## src/hdl/wtv_pkg.sv

```systemverilog
// Shared types, constants and the sine table for the wavetable voice pool.
// No dependencies; used by wtv_div and the top level.
package wtv_pkg;

   localparam int ACC_W = 32;

   localparam logic [1:0] FLD_ATTACK   = 2'd0;
   localparam logic [1:0] FLD_HOLD_END = 2'd1;
   localparam logic [1:0] FLD_RELEASE  = 2'd2;
   localparam logic [1:0] FLD_WAVEFORM = 2'd3;

   localparam logic [1:0] WAVE_SAW    = 2'd0;
   localparam logic [1:0] WAVE_SINE   = 2'd1;
   localparam logic [1:0] WAVE_SQUARE = 2'd2;

   localparam logic [15:0] ENV_FULL = 16'hFFFF;
   localparam logic [7:0]  SAMPLE_SILENT = 8'd127;

   typedef struct packed {
      logic [15:0] phase;
      logic [15:0] step;
      logic [31:0] ms;
      logic [7:0]  frac;
      logic [7:0]  sub;
      logic [15:0] env;
      logic        inst;
   } voice_type;

   typedef struct packed {
      logic busy;
      logic done;
   } div_stat_type;

   localparam logic [15:0] QUARTER_SINE [65] = '{
      16'd0, 16'd804, 16'd1608, 16'd2410, 16'd3212, 16'd4011, 16'd4808, 16'd5602,
      16'd6393, 16'd7179, 16'd7962, 16'd8739, 16'd9512, 16'd10278, 16'd11039,
      16'd11793, 16'd12539, 16'd13279, 16'd14010, 16'd14732, 16'd15446, 16'd16151,
      16'd16846, 16'd17530, 16'd18204, 16'd18868, 16'd19519, 16'd20159, 16'd20787,
      16'd21403, 16'd22005, 16'd22594, 16'd23170, 16'd23731, 16'd24279, 16'd24811,
      16'd25329, 16'd25832, 16'd26319, 16'd26790, 16'd27245, 16'd27683, 16'd28105,
      16'd28510, 16'd28898, 16'd29268, 16'd29621, 16'd29956, 16'd30273, 16'd30571,
      16'd30852, 16'd31113, 16'd31356, 16'd31580, 16'd31785, 16'd31971, 16'd32137,
      16'd32285, 16'd32412, 16'd32520, 16'd32609, 16'd32678, 16'd32728, 16'd32757,
      16'd32767
   };

   // Full-turn sine from the quarter table, Q1.15.
   function automatic logic signed [15:0] sine_value(input logic [7:0] idx);
      logic [6:0]  k;
      logic [15:0] m;
      k = {1'b0, idx[5:0]};
      if (idx[6]) begin
         m = QUARTER_SINE[7'd64 - k];
      end else begin
         m = QUARTER_SINE[k];
      end
      if (idx[7]) begin
         return $signed(16'd0 - m);
      end
      return $signed(m);
   endfunction

endpackage

```

## src/hdl/wtv_ram.sv

```systemverilog
// Generic single-write, single-read RAM with registered read data.
// No dependencies.
module wtv_ram #(
   parameter int WIDTH  = 8,
   parameter int DEPTH  = 8,
   parameter int ADDR_W = (DEPTH > 1) ? $clog2(DEPTH) : 1
) (
   input  logic              clock,
   input  logic              we,
   input  logic [ADDR_W-1:0] waddr,
   input  logic [WIDTH-1:0]  wdata,
   input  logic [ADDR_W-1:0] raddr,
   output logic [WIDTH-1:0]  rdata
);

   logic [WIDTH-1:0] mem [DEPTH];

   always_ff @(posedge clock) begin
      if (we) begin
         mem[waddr] <= wdata;
      end
      rdata <= mem[raddr];
   end

endmodule

```

## src/hdl/wtv_div.sv

```systemverilog
// Restoring divider, one quotient bit per cycle, 32-bit dividend, 16-bit divisor.
// Depends on wtv_pkg for the status struct.
module wtv_div (
   input  logic                clock,
   input  logic                reset,
   input  logic                start,
   input  logic [31:0]         dividend,
   input  logic [15:0]         divisor,
   output logic [31:0]         quotient,
   output wtv_pkg::div_stat_type stat
);

   logic [16:0] rem_ff, rem_in;
   logic [31:0] quo_ff, quo_in;
   logic [15:0] dsr_ff, dsr_in;
   logic [5:0]  cnt_ff, cnt_in;
   logic        done_ff, done_in;
   logic [16:0] shifted;

   always_comb begin
      rem_in  = rem_ff;
      quo_in  = quo_ff;
      dsr_in  = dsr_ff;
      cnt_in  = cnt_ff;
      done_in = 1'b0;
      shifted = {rem_ff[15:0], quo_ff[31]};
      if (start) begin
         rem_in = '0;
         quo_in = dividend;
         dsr_in = divisor;
         cnt_in = 6'd32;
      end else if (cnt_ff != 6'd0) begin
         if (shifted >= {1'b0, dsr_ff}) begin
            rem_in = shifted - {1'b0, dsr_ff};
            quo_in = {quo_ff[30:0], 1'b1};
         end else begin
            rem_in = shifted;
            quo_in = {quo_ff[30:0], 1'b0};
         end
         cnt_in = cnt_ff - 6'd1;
         done_in = (cnt_ff == 6'd1);
      end
   end

   always_ff @(posedge clock) begin
      if (reset) begin
         cnt_ff  <= '0;
         done_ff <= 1'b0;
      end else begin
         cnt_ff  <= cnt_in;
         done_ff <= done_in;
      end
      rem_ff <= rem_in;
      quo_ff <= quo_in;
      dsr_ff <= dsr_in;
   end

   assign quotient  = quo_ff;
   assign stat.busy = (cnt_ff != 6'd0);
   assign stat.done = done_ff;

endmodule

```

## src/hdl/wavetable_voice_pool_with_envelope.sv

```systemverilog
// Top level of the wavetable voice pool: sequencer, voice RAM and envelope; each voice's sample replaces the last.
// Depends on wtv_pkg, wtv_ram and wtv_div.
//
//  channel | direction | handshake             | contents
//  req     | in        | req_tvalid/req_tready | tuser: op; tdata: phase_step, instrument
//  rsp     | out       | rsp_tvalid/rsp_tready | tdata: sample, voices_active, accepted, slot
//  csr     | in        | csr_we                | csr_index, csr_wdata (write only)
//
// A note-on scans the slots up to the first free one. A tick visits every slot; a used
// slot goes through load, multiply, scale and store, and a voice whose envelope is
// recomputed (every ENV_SUBDIV samples) also goes through the envelope state, and the
// 32-step shared divider when its attack or release ramp is in progress.
// Synchronous active-high reset empties the pool and loads the register defaults.
// A finished response sits in the output register; the next request is taken
// meanwhile, and the sequencer holds at the end of an item until that slot drains.
module wavetable_voice_pool_with_envelope #(
   parameter int NUM_VOICES     = 8,
   parameter int ENV_SUBDIV     = 16,
   parameter int SAMPLES_PER_MS = 16
) (
   input  logic        clock,
   input  logic        reset,
   input  logic        req_tvalid,
   output logic        req_tready,
   input  logic [23:0] req_tdata,   // [15:0] phase_step, [16] instrument, zero pad
   input  logic        req_tuser,   // [0] op: 0 tick, 1 note on
   output logic        rsp_tvalid,
   input  logic        rsp_tready,
   output logic [15:0] rsp_tdata,   // [7:0] sample, [11:8] voices_active,
                                    // [12] note_accepted, [15:13] slot
   input  logic        csr_we,
   input  logic [2:0]  csr_index,
   input  logic [15:0] csr_wdata
);

   localparam int AW = (NUM_VOICES > 1) ? $clog2(NUM_VOICES) : 1;
   localparam int VW = $clog2(NUM_VOICES + 1);
   localparam int VOICE_W = $bits(wtv_pkg::voice_type);
   localparam logic [7:0] FRAC_LAST = 8'(SAMPLES_PER_MS - 1);
   localparam logic [7:0] SUB_LAST  = 8'(ENV_SUBDIV - 1);

   typedef enum logic [9:0] {
      S_IDLE   = 10'b00_0000_0001,
      S_SCAN   = 10'b00_0000_0010,
      S_VISIT  = 10'b00_0000_0100,
      S_LOAD   = 10'b00_0000_1000,
      S_MUL    = 10'b00_0001_0000,
      S_SCALE  = 10'b00_0010_0000,
      S_ENV    = 10'b00_0100_0000,
      S_DIV    = 10'b00_1000_0000,
      S_STORE  = 10'b01_0000_0000,
      S_FINISH = 10'b10_0000_0000
   } state_type;

   state_type state_ff, state_in;

   // configuration registers, one set per instrument
   logic [15:0] attack_ff [2];
   logic [15:0] hold_ff   [2];
   logic [15:0] rel_ff    [2];
   logic [1:0]  wave_ff   [2];

   logic [NUM_VOICES-1:0] used_ff, used_in;
   logic [VW-1:0]         count_ff, count_in;
   logic [VW-1:0]         v_ff, v_in;
   logic                  op_ff, op_in;
   logic [15:0]           step_ff, step_in;
   logic                  inst_ff, inst_in;
   wtv_pkg::voice_type    cur_ff, cur_in;
   logic                  upd_ff, upd_in;
   logic                  free_ff, free_in;
   logic signed [32:0]    prod_ff, prod_in;
   logic [7:0]            smp_ff, smp_in;
   logic                  acc_ff, acc_in;
   logic [2:0]            slot_ff, slot_in;
   logic                  rsp_valid_ff, rsp_valid_in;
   logic [15:0]           rsp_data_ff, rsp_data_in;

   logic                  ram_we;
   wtv_pkg::voice_type    ram_wdata;
   logic [VOICE_W-1:0]    ram_rdata;
   logic [AW-1:0]         vidx;

   logic                  div_start;
   logic [31:0]           div_dividend;
   logic [15:0]           div_divisor;
   logic [31:0]           div_quo;
   wtv_pkg::div_stat_type div_stat;

   logic signed [15:0]    wave;
   logic [31:0]           biased;
   logic [38:0]           scaled;
   logic [15:0]           c_attack, c_hold, c_rel;
   logic [1:0]            c_wave;
   logic [16:0]           rel_end;
   logic [31:0]           rel_left;
   logic [VW+3:0]         count_ext;
   logic [VW+2:0]         v_ext;
   logic                  out_free;

   assign vidx = v_ff[AW-1:0];

   wtv_ram #(
      .WIDTH  (VOICE_W),
      .DEPTH  (NUM_VOICES),
      .ADDR_W (AW)
   ) u_voice_ram (
      .clock (clock),
      .we    (ram_we),
      .waddr (vidx),
      .wdata (ram_wdata),
      .raddr (vidx),
      .rdata (ram_rdata)
   );

   wtv_div u_div (
      .clock    (clock),
      .reset    (reset),
      .start    (div_start),
      .dividend (div_dividend),
      .divisor  (div_divisor),
      .quotient (div_quo),
      .stat     (div_stat)
   );

   // instrument registers seen by the voice under work
   assign c_attack = attack_ff[cur_ff.inst];
   assign c_hold   = hold_ff[cur_ff.inst];
   assign c_rel    = rel_ff[cur_ff.inst];
   assign c_wave   = wave_ff[cur_ff.inst];
   assign rel_end  = {1'b0, c_hold} + {1'b0, c_rel};
   assign rel_left = {15'd0, rel_end} - cur_ff.ms;

   always_comb begin
      unique case (c_wave)
         wtv_pkg::WAVE_SAW:    wave = $signed({~cur_ff.phase[15], cur_ff.phase[14:0]});
         wtv_pkg::WAVE_SINE:   wave = wtv_pkg::sine_value(cur_ff.phase[15:8]);
         wtv_pkg::WAVE_SQUARE: wave = (cur_ff.phase > 16'h8000) ? 16'sh7FFF : 16'sh8000;
         default:              wave = 16'sd0;
      endcase
   end

   // (p + 2^31) * 127 >> 31; the bias is a flip of bit 31 since p fits 32 bits signed
   assign biased = {~prod_ff[31], prod_ff[30:0]};
   assign scaled = {biased, 7'd0} - {7'd0, biased};

   assign count_ext = {4'd0, count_ff};
   assign v_ext     = {3'd0, v_ff};
   assign out_free  = !rsp_valid_ff || rsp_tready;
   assign req_tready = (state_ff == S_IDLE);

   always_comb begin
      state_in     = state_ff;
      used_in      = used_ff;
      count_in     = count_ff;
      v_in         = v_ff;
      op_in        = op_ff;
      step_in      = step_ff;
      inst_in      = inst_ff;
      cur_in       = cur_ff;
      upd_in       = upd_ff;
      free_in      = free_ff;
      prod_in      = prod_ff;
      smp_in       = smp_ff;
      acc_in       = acc_ff;
      slot_in      = slot_ff;
      rsp_valid_in = rsp_valid_ff && !rsp_tready;
      rsp_data_in  = rsp_data_ff;
      ram_we       = 1'b0;
      ram_wdata    = cur_ff;
      div_start    = 1'b0;
      div_dividend = {cur_ff.ms[15:0], 16'd0};
      div_divisor  = c_attack;

      unique case (state_ff)
         S_IDLE: begin
            if (req_tvalid) begin
               op_in   = req_tuser;
               step_in = req_tdata[15:0];
               inst_in = req_tdata[16];
               v_in    = '0;
               smp_in  = wtv_pkg::SAMPLE_SILENT;
               acc_in  = 1'b0;
               slot_in = '0;
               state_in = req_tuser ? S_SCAN : S_VISIT;
            end
         end
         S_SCAN: begin
            // walk up to the lowest free slot and claim it
            if (v_ff == VW'(NUM_VOICES)) begin
               state_in = S_FINISH;
            end else if (!used_ff[vidx]) begin
               ram_we          = 1'b1;
               ram_wdata       = '0;
               ram_wdata.step  = step_ff;
               ram_wdata.inst  = inst_ff;
               used_in[vidx]   = 1'b1;
               count_in        = count_ff + VW'(1);
               acc_in          = 1'b1;
               slot_in         = v_ext[2:0];
               state_in        = S_FINISH;
            end else begin
               v_in = v_ff + VW'(1);
            end
         end
         S_VISIT: begin
            if (v_ff == VW'(NUM_VOICES)) begin
               state_in = S_FINISH;
            end else if (used_ff[vidx]) begin
               state_in = S_LOAD;
            end else begin
               v_in = v_ff + VW'(1);
            end
         end
         S_LOAD: begin
            cur_in   = wtv_pkg::voice_type'(ram_rdata);
            state_in = S_MUL;
         end
         S_MUL: begin
            prod_in  = 33'(wave) * $signed({17'd0, cur_ff.env});
            state_in = S_SCALE;
         end
         S_SCALE: begin
            // emit this voice's sample, then advance phase and time counters
            smp_in       = scaled[38:31];
            upd_in       = (cur_ff.sub == 8'd0);
            free_in      = 1'b0;
            cur_in.phase = cur_ff.phase + cur_ff.step;
            cur_in.sub   = (cur_ff.sub == SUB_LAST) ? 8'd0 : cur_ff.sub + 8'd1;
            if (cur_ff.frac == FRAC_LAST) begin
               cur_in.frac = 8'd0;
               cur_in.ms   = cur_ff.ms + 32'd1;
            end else begin
               cur_in.frac = cur_ff.frac + 8'd1;
            end
            state_in = (cur_ff.sub == 8'd0) ? S_ENV : S_STORE;
         end
         S_ENV: begin
            priority if (cur_ff.ms < {16'd0, c_attack}) begin
               div_start = 1'b1;
               state_in  = S_DIV;
            end else if (cur_ff.ms < {16'd0, c_hold}) begin
               cur_in.env = wtv_pkg::ENV_FULL;
               state_in   = S_STORE;
            end else if (cur_ff.ms < {15'd0, rel_end}) begin
               div_start    = 1'b1;
               div_dividend = {rel_left[15:0], 16'd0};
               div_divisor  = c_rel;
               state_in     = S_DIV;
            end else begin
               cur_in.env = 16'd0;
               free_in    = 1'b1;
               state_in   = S_STORE;
            end
         end
         S_DIV: begin
            if (div_stat.done) begin
               cur_in.env = (div_quo[31:16] != 16'd0) ? wtv_pkg::ENV_FULL : div_quo[15:0];
               state_in   = S_STORE;
            end
         end
         S_STORE: begin
            ram_we = 1'b1;
            if (free_ff && upd_ff) begin
               used_in[vidx] = 1'b0;
               count_in      = count_ff - VW'(1);
            end
            free_in  = 1'b0;
            v_in     = v_ff + VW'(1);
            state_in = S_VISIT;
         end
         S_FINISH: begin
            // hold until the output register is free
            if (out_free) begin
               rsp_valid_in = 1'b1;
               rsp_data_in  = {slot_ff, acc_ff, count_ext[3:0], smp_ff};
               state_in     = S_IDLE;
            end
         end
         default: state_in = S_IDLE;
      endcase
      if (op_ff && state_ff != S_IDLE) begin
         smp_in = wtv_pkg::SAMPLE_SILENT;
      end
   end

   always_ff @(posedge clock) begin
      if (reset) begin
         state_ff     <= S_IDLE;
         used_ff      <= '0;
         count_ff     <= '0;
         rsp_valid_ff <= 1'b0;
         free_ff      <= 1'b0;
         attack_ff[0] <= 16'd50;
         hold_ff[0]   <= 16'd300;
         rel_ff[0]    <= 16'd1000;
         wave_ff[0]   <= wtv_pkg::WAVE_SAW;
         attack_ff[1] <= 16'd50;
         hold_ff[1]   <= 16'd300;
         rel_ff[1]    <= 16'd2000;
         wave_ff[1]   <= wtv_pkg::WAVE_SINE;
      end else begin
         state_ff     <= state_in;
         used_ff      <= used_in;
         count_ff     <= count_in;
         rsp_valid_ff <= rsp_valid_in;
         free_ff      <= free_in;
         if (csr_we) begin
            unique case (csr_index[1:0])
               wtv_pkg::FLD_ATTACK:   attack_ff[csr_index[2]] <= csr_wdata;
               wtv_pkg::FLD_HOLD_END: hold_ff[csr_index[2]]   <= csr_wdata;
               wtv_pkg::FLD_RELEASE:  rel_ff[csr_index[2]]    <= csr_wdata;
               wtv_pkg::FLD_WAVEFORM: wave_ff[csr_index[2]]   <= csr_wdata[1:0];
               default: ;
            endcase
         end
      end
      v_ff        <= v_in;
      op_ff       <= op_in;
      step_ff     <= step_in;
      inst_ff     <= inst_in;
      cur_ff      <= cur_in;
      upd_ff      <= upd_in;
      prod_ff     <= prod_in;
      smp_ff      <= smp_in;
      acc_ff      <= acc_in;
      slot_ff     <= slot_in;
      rsp_data_ff <= rsp_data_in;
   end

   assign rsp_tvalid = rsp_valid_ff;
   assign rsp_tdata  = rsp_data_ff;

endmodule

```

## config.mk

```make
export PLATFORM = sky130hd
export DESIGN_NAME = wavetable_voice_pool_with_envelope
export DESIGN_NICKNAME = d
export VERILOG_FILES = /design/src/hdl/wtv_pkg.sv /design/src/hdl/wtv_ram.sv /design/src/hdl/wtv_div.sv /design/src/hdl/wavetable_voice_pool_with_envelope.sv
export SDC_FILE = /design/constraint.sdc
export NUM_CORES = 2
export LEC_CHECK = 0
export ABC_AREA = 1
export BUFFER_PORTS_ARGS = -buffer_cell sky130_fd_sc_hd__buf_2
export CORE_MARGIN = 5
export CORE_UTILIZATION = 55
export CTS_BUF_LIST = sky130_fd_sc_hd__clkbuf_4
export DETAILED_ROUTE_END_ITERATION = 8
export PLACE_DENSITY = 0.81
export SETUP_SLACK_MARGIN = 0.05
export SYNTH_ARGS = -nofsm -noshare
export SYNTH_HDL_FRONTEND = slang
export SYNTH_SLANG_ARGS = --single-unit
export TNS_END_PERCENT = 50
```

## constraint.sdc

```tcl
create_clock -name clock -period 16.4 [get_ports clock]
set_input_delay 1.64 -clock clock [delete_from_list [all_inputs] [get_ports clock]]
set_output_delay 1.64 -clock clock [all_outputs]
set_load 0.1 [all_outputs]
```

==> results.toml <==
[cts]
cts_setup_buffers = 0
cts.sinks = 1249
post_cts_resized = 0
cts_tree = "built"
clk_pin_slew_ns = 0.07
htree_levels = 5
clockBufferDepth = 4
clockRootBuffer = "clkbuf_4"
hold_buffers = 0
cts_made_buffers = 319
clk_latency_ns = 1.22

[timing]
fin_setup_tns_ns = 0
maxSlewHeadroom = 0.273
finalClockSkew_ns = 0.126
setup_viol = 0
fmax_mhz = 86.6
hold_viol_final = 0
finalCritPeriodShare = 0.704
slew_viol_final = 0
finalCriticalPeriod_ns = 11.55
rsz0062_at_grt = "false"
tightest_slew_ns = 1.09

[yosys]
synth_cells = 5885
yosysUniqueCellTypes = 62
synthArstFlopShare = 0
yosysSeqAreaShare = 0.568
yosys_register_bits = 1249
postSynthAreaPerCell_um2 = 10.8
synth_edf_count = 1096
synth_nets = 6419
synth_area_um2 = 63300
synthFlopType = "edfxtp_1"
yosysWarnings = 0

[critical_path]
setup.worst_path.class = "reg -> reg"
cp_slowest_stage_delay_ns = 0.84
cp_max_fo = 23
startpoint_type = "register"
worstPathArrival_ns = 12.42
crit_required_ns = 17.27
cp-end-kind = "register"
slowest_stage = "ha_1"

[floorplanning]
core-area_um2 = 114000
die_h_um = 349
die_area_um2 = 122000
initial_core_util = 0.554
io_pins = 67
num_rows = 124
die_x_um = 349

[global_route]
grtUsageTotal = 0.259
grt_max_degree = 98
overflow = 0
antenna_found_initial = 5
grt_pass1_vias = 46411
grt_pass1_wl_um = 250000

[final_layout]
num-nets-final = 6632
syn_to_final_growth_pct = 9.06
layout-drive-gt1-share = 0.114

[power_and_ir_drop]
leakage_nw = 28.2
ir_drop_mv = 0.0988
power.density_nw_per_um2 = 126
power.total_w = 0.00873

[routing]
drt_pass1_iterations = 8
drc = 0
ant_nets = 0
wl_per_cell_um = 20.2
vias = 46028
wl_um = 159000
vias_per_cell = 5.86
drtIter0Drc = 4879

[status]
outcome = "complete, no violations"

[job]
drv_cap = 0

[place]
portBuffers = 59
hpwl_um = 98600
place_congestion = 0.938

[min_path]
hp-class = "reg -> reg"
==> synthesized netlist by cell type (12+ instances only) <==
| master | instances | share of area |
|---|---|---|
| a22o_1 | 76 | 0.011 |
| a21o_1 | 12 | 0.0014 |
| nor3_1 | 38 | 0.0030 |
| o31ai_1 | 12 | 0.0014 |
| ha_1 | 286 | 0.057 |
| buf_2 | 30 | 0.0024 |
| buf_1 | 29 | 0.0017 |
| a31oi_1 | 14 | 0.0014 |
| fa_1 | 199 | 0.063 |
| dfxtp_1 | 153 | 0.048 |
| nand3_1 | 237 | 0.019 |
| clkbuf_1 | 148 | 0.0088 |
| nand4_1 | 130 | 0.013 |
| nor4_1 | 26 | 0.0026 |
| a221oi_1 | 73 | 0.010 |
| inv_1 | 662 | 0.039 |
| and2_1 | 12 | 0.0012 |
| nand2_1 | 1244 | 0.074 |
| xnor2_1 | 32 | 0.0044 |
| nand2_2 | 28 | 0.0028 |
| o211ai_1 | 32 | 0.0038 |
| or2_2 | 22 | 0.0022 |
| xor2_1 | 80 | 0.011 |
| a21oi_1 | 271 | 0.021 |
| edfxtp_1 | 1096 | 0.52 |
| a22oi_1 | 112 | 0.013 |
| o21ai_0 | 230 | 0.018 |
| nor2_1 | 454 | 0.027 |
| mux2i_1 | 16 | 0.0025 |
==> placed cells by master, fill, tap and decap left out, drive strengths merged, types with 14 or more instances in the layout <==
master	n
a21oi	273
a221oi	74
a22o	76
a22oi	112
a31oi	14
buf	115
clkbuf	478
clkinv	76
dfxtp	153
edfxtp	1096
fa	199
ha	286
inv	679
mux2i	16
nand2	1274
nand3	246
nand4	130
nor2	462
nor3	44
nor4	29
o211ai	33
o21ai	238
or2	22
xnor2	32
xor2	80
==> registers in the layout, summed over array words and instances (netlist names), 32 cells and up, named ones only <==
| name | flops |
|---|---|
| u_voice_ram.mem | 776 |
| cur_ff | 97 |
| u_voice_ram.rdata | 97 |
| attack_ff | 32 |
| hold_ff | 32 |
| prod_ff | 32 |
| rel_ff | 32 |
| u_div.quotient | 32 |
==> per-layer routing <==
metal	vias to the layer above	share of wire	GRT usage
li1	20927	-	-
met1	22167	0.39	0.335
met2	2543	0.48	0.424
met3	391	0.099	0.0586
met4	0	0.035	0.108
met5	-	0	0
==> stage by stage <==
stage / cell area, µm² / hold WS, ns / setup slack, ns / utilization / std cells
finish: 69000 / 0.338 / 4.85 / 0.604 / 7848
CTS: 69000 / 0.336 / 5.03 / 0.604 / 7841
global placement: 65100 / 0.387 / 5.15 / 0.569 / 7289
floorplan: 63300 / 0.386 / 4.86 / - / 5885
global route: 69000 / 0.410 / 4.23 / 0.604 / 7848
detailed placement: 65100 / 0.389 / 5.13 / 0.569 / 7289
==> critical path, delay by kind of cell (launching register included) <==
| kind | cells | cell delay [ns] |
|---|---|---|
| adders and majority gates | 10 | 5.22 |
| AOI/OAI and AO/OA | 8 | 2.13 |
| and+or+nand+nor | 14 | 1.75 |
| buffers and inverters | 9 | 1.36 |
| DFF | 1 | 0.68 |
| xor gates and xnor gates | 1 | 0.07 |
==> power breakdown <==
group / leakage, nW / internal, W / switching [W]
combinational: 14.5 / 0.000825 / 0.00140
sequential: 11.3 / 0.00381 / 0.000122
clock: 2.38 / 0.00137 / 0.00120
total: 28.2 / 0.00601 / 0.00272
==> logic make-up (layout without fill, tap and decap cells) <==
family,Yosys count,in the layout,synth area share
DFF,1249,1249,0.568
muxes,16,16,0.00253
other,0,7,0
adders and majority gates,485,485,0.119
and+or+nand+nor,2230,2230,0.150
buffers and inverters,907,1351,0.0560
xor gates and xnor gates,112,112,0.0155
AOI/OAI and AO/OA,886,886,0.0881
==> path summary, 6_finish.rpt <==
path	cells after the start	slack [ns]	to	start
setup / recovery	42	4.85	prod_ff[25]	cur_ff[90]
hold reg to reg	2	0.34	u_voice_ram.rdata[52]	u_voice_ram.mem[7][52]
setup reg to reg	42	4.85	prod_ff[25]	cur_ff[90]
hold / removal	2	0.34	u_voice_ram.rdata[52]	u_voice_ram.mem[7][52]
==> final cells by class <==
class / count / area [µm²]
Timing Repair Buffer: 115 / 728
Inverter: 684 / 2580
Fill cell: 8893 / 45300
Clock buffer: 478 / 3590
Tap cell: 1512 / 1890
Clock inverter: 74 / 365
Sequential cell: 1249 / 36000
Antenna cell: 7 / 17.5
Multi-Input combinational cell: 3729 / 23900
Power figures use the tool's default switching activity.
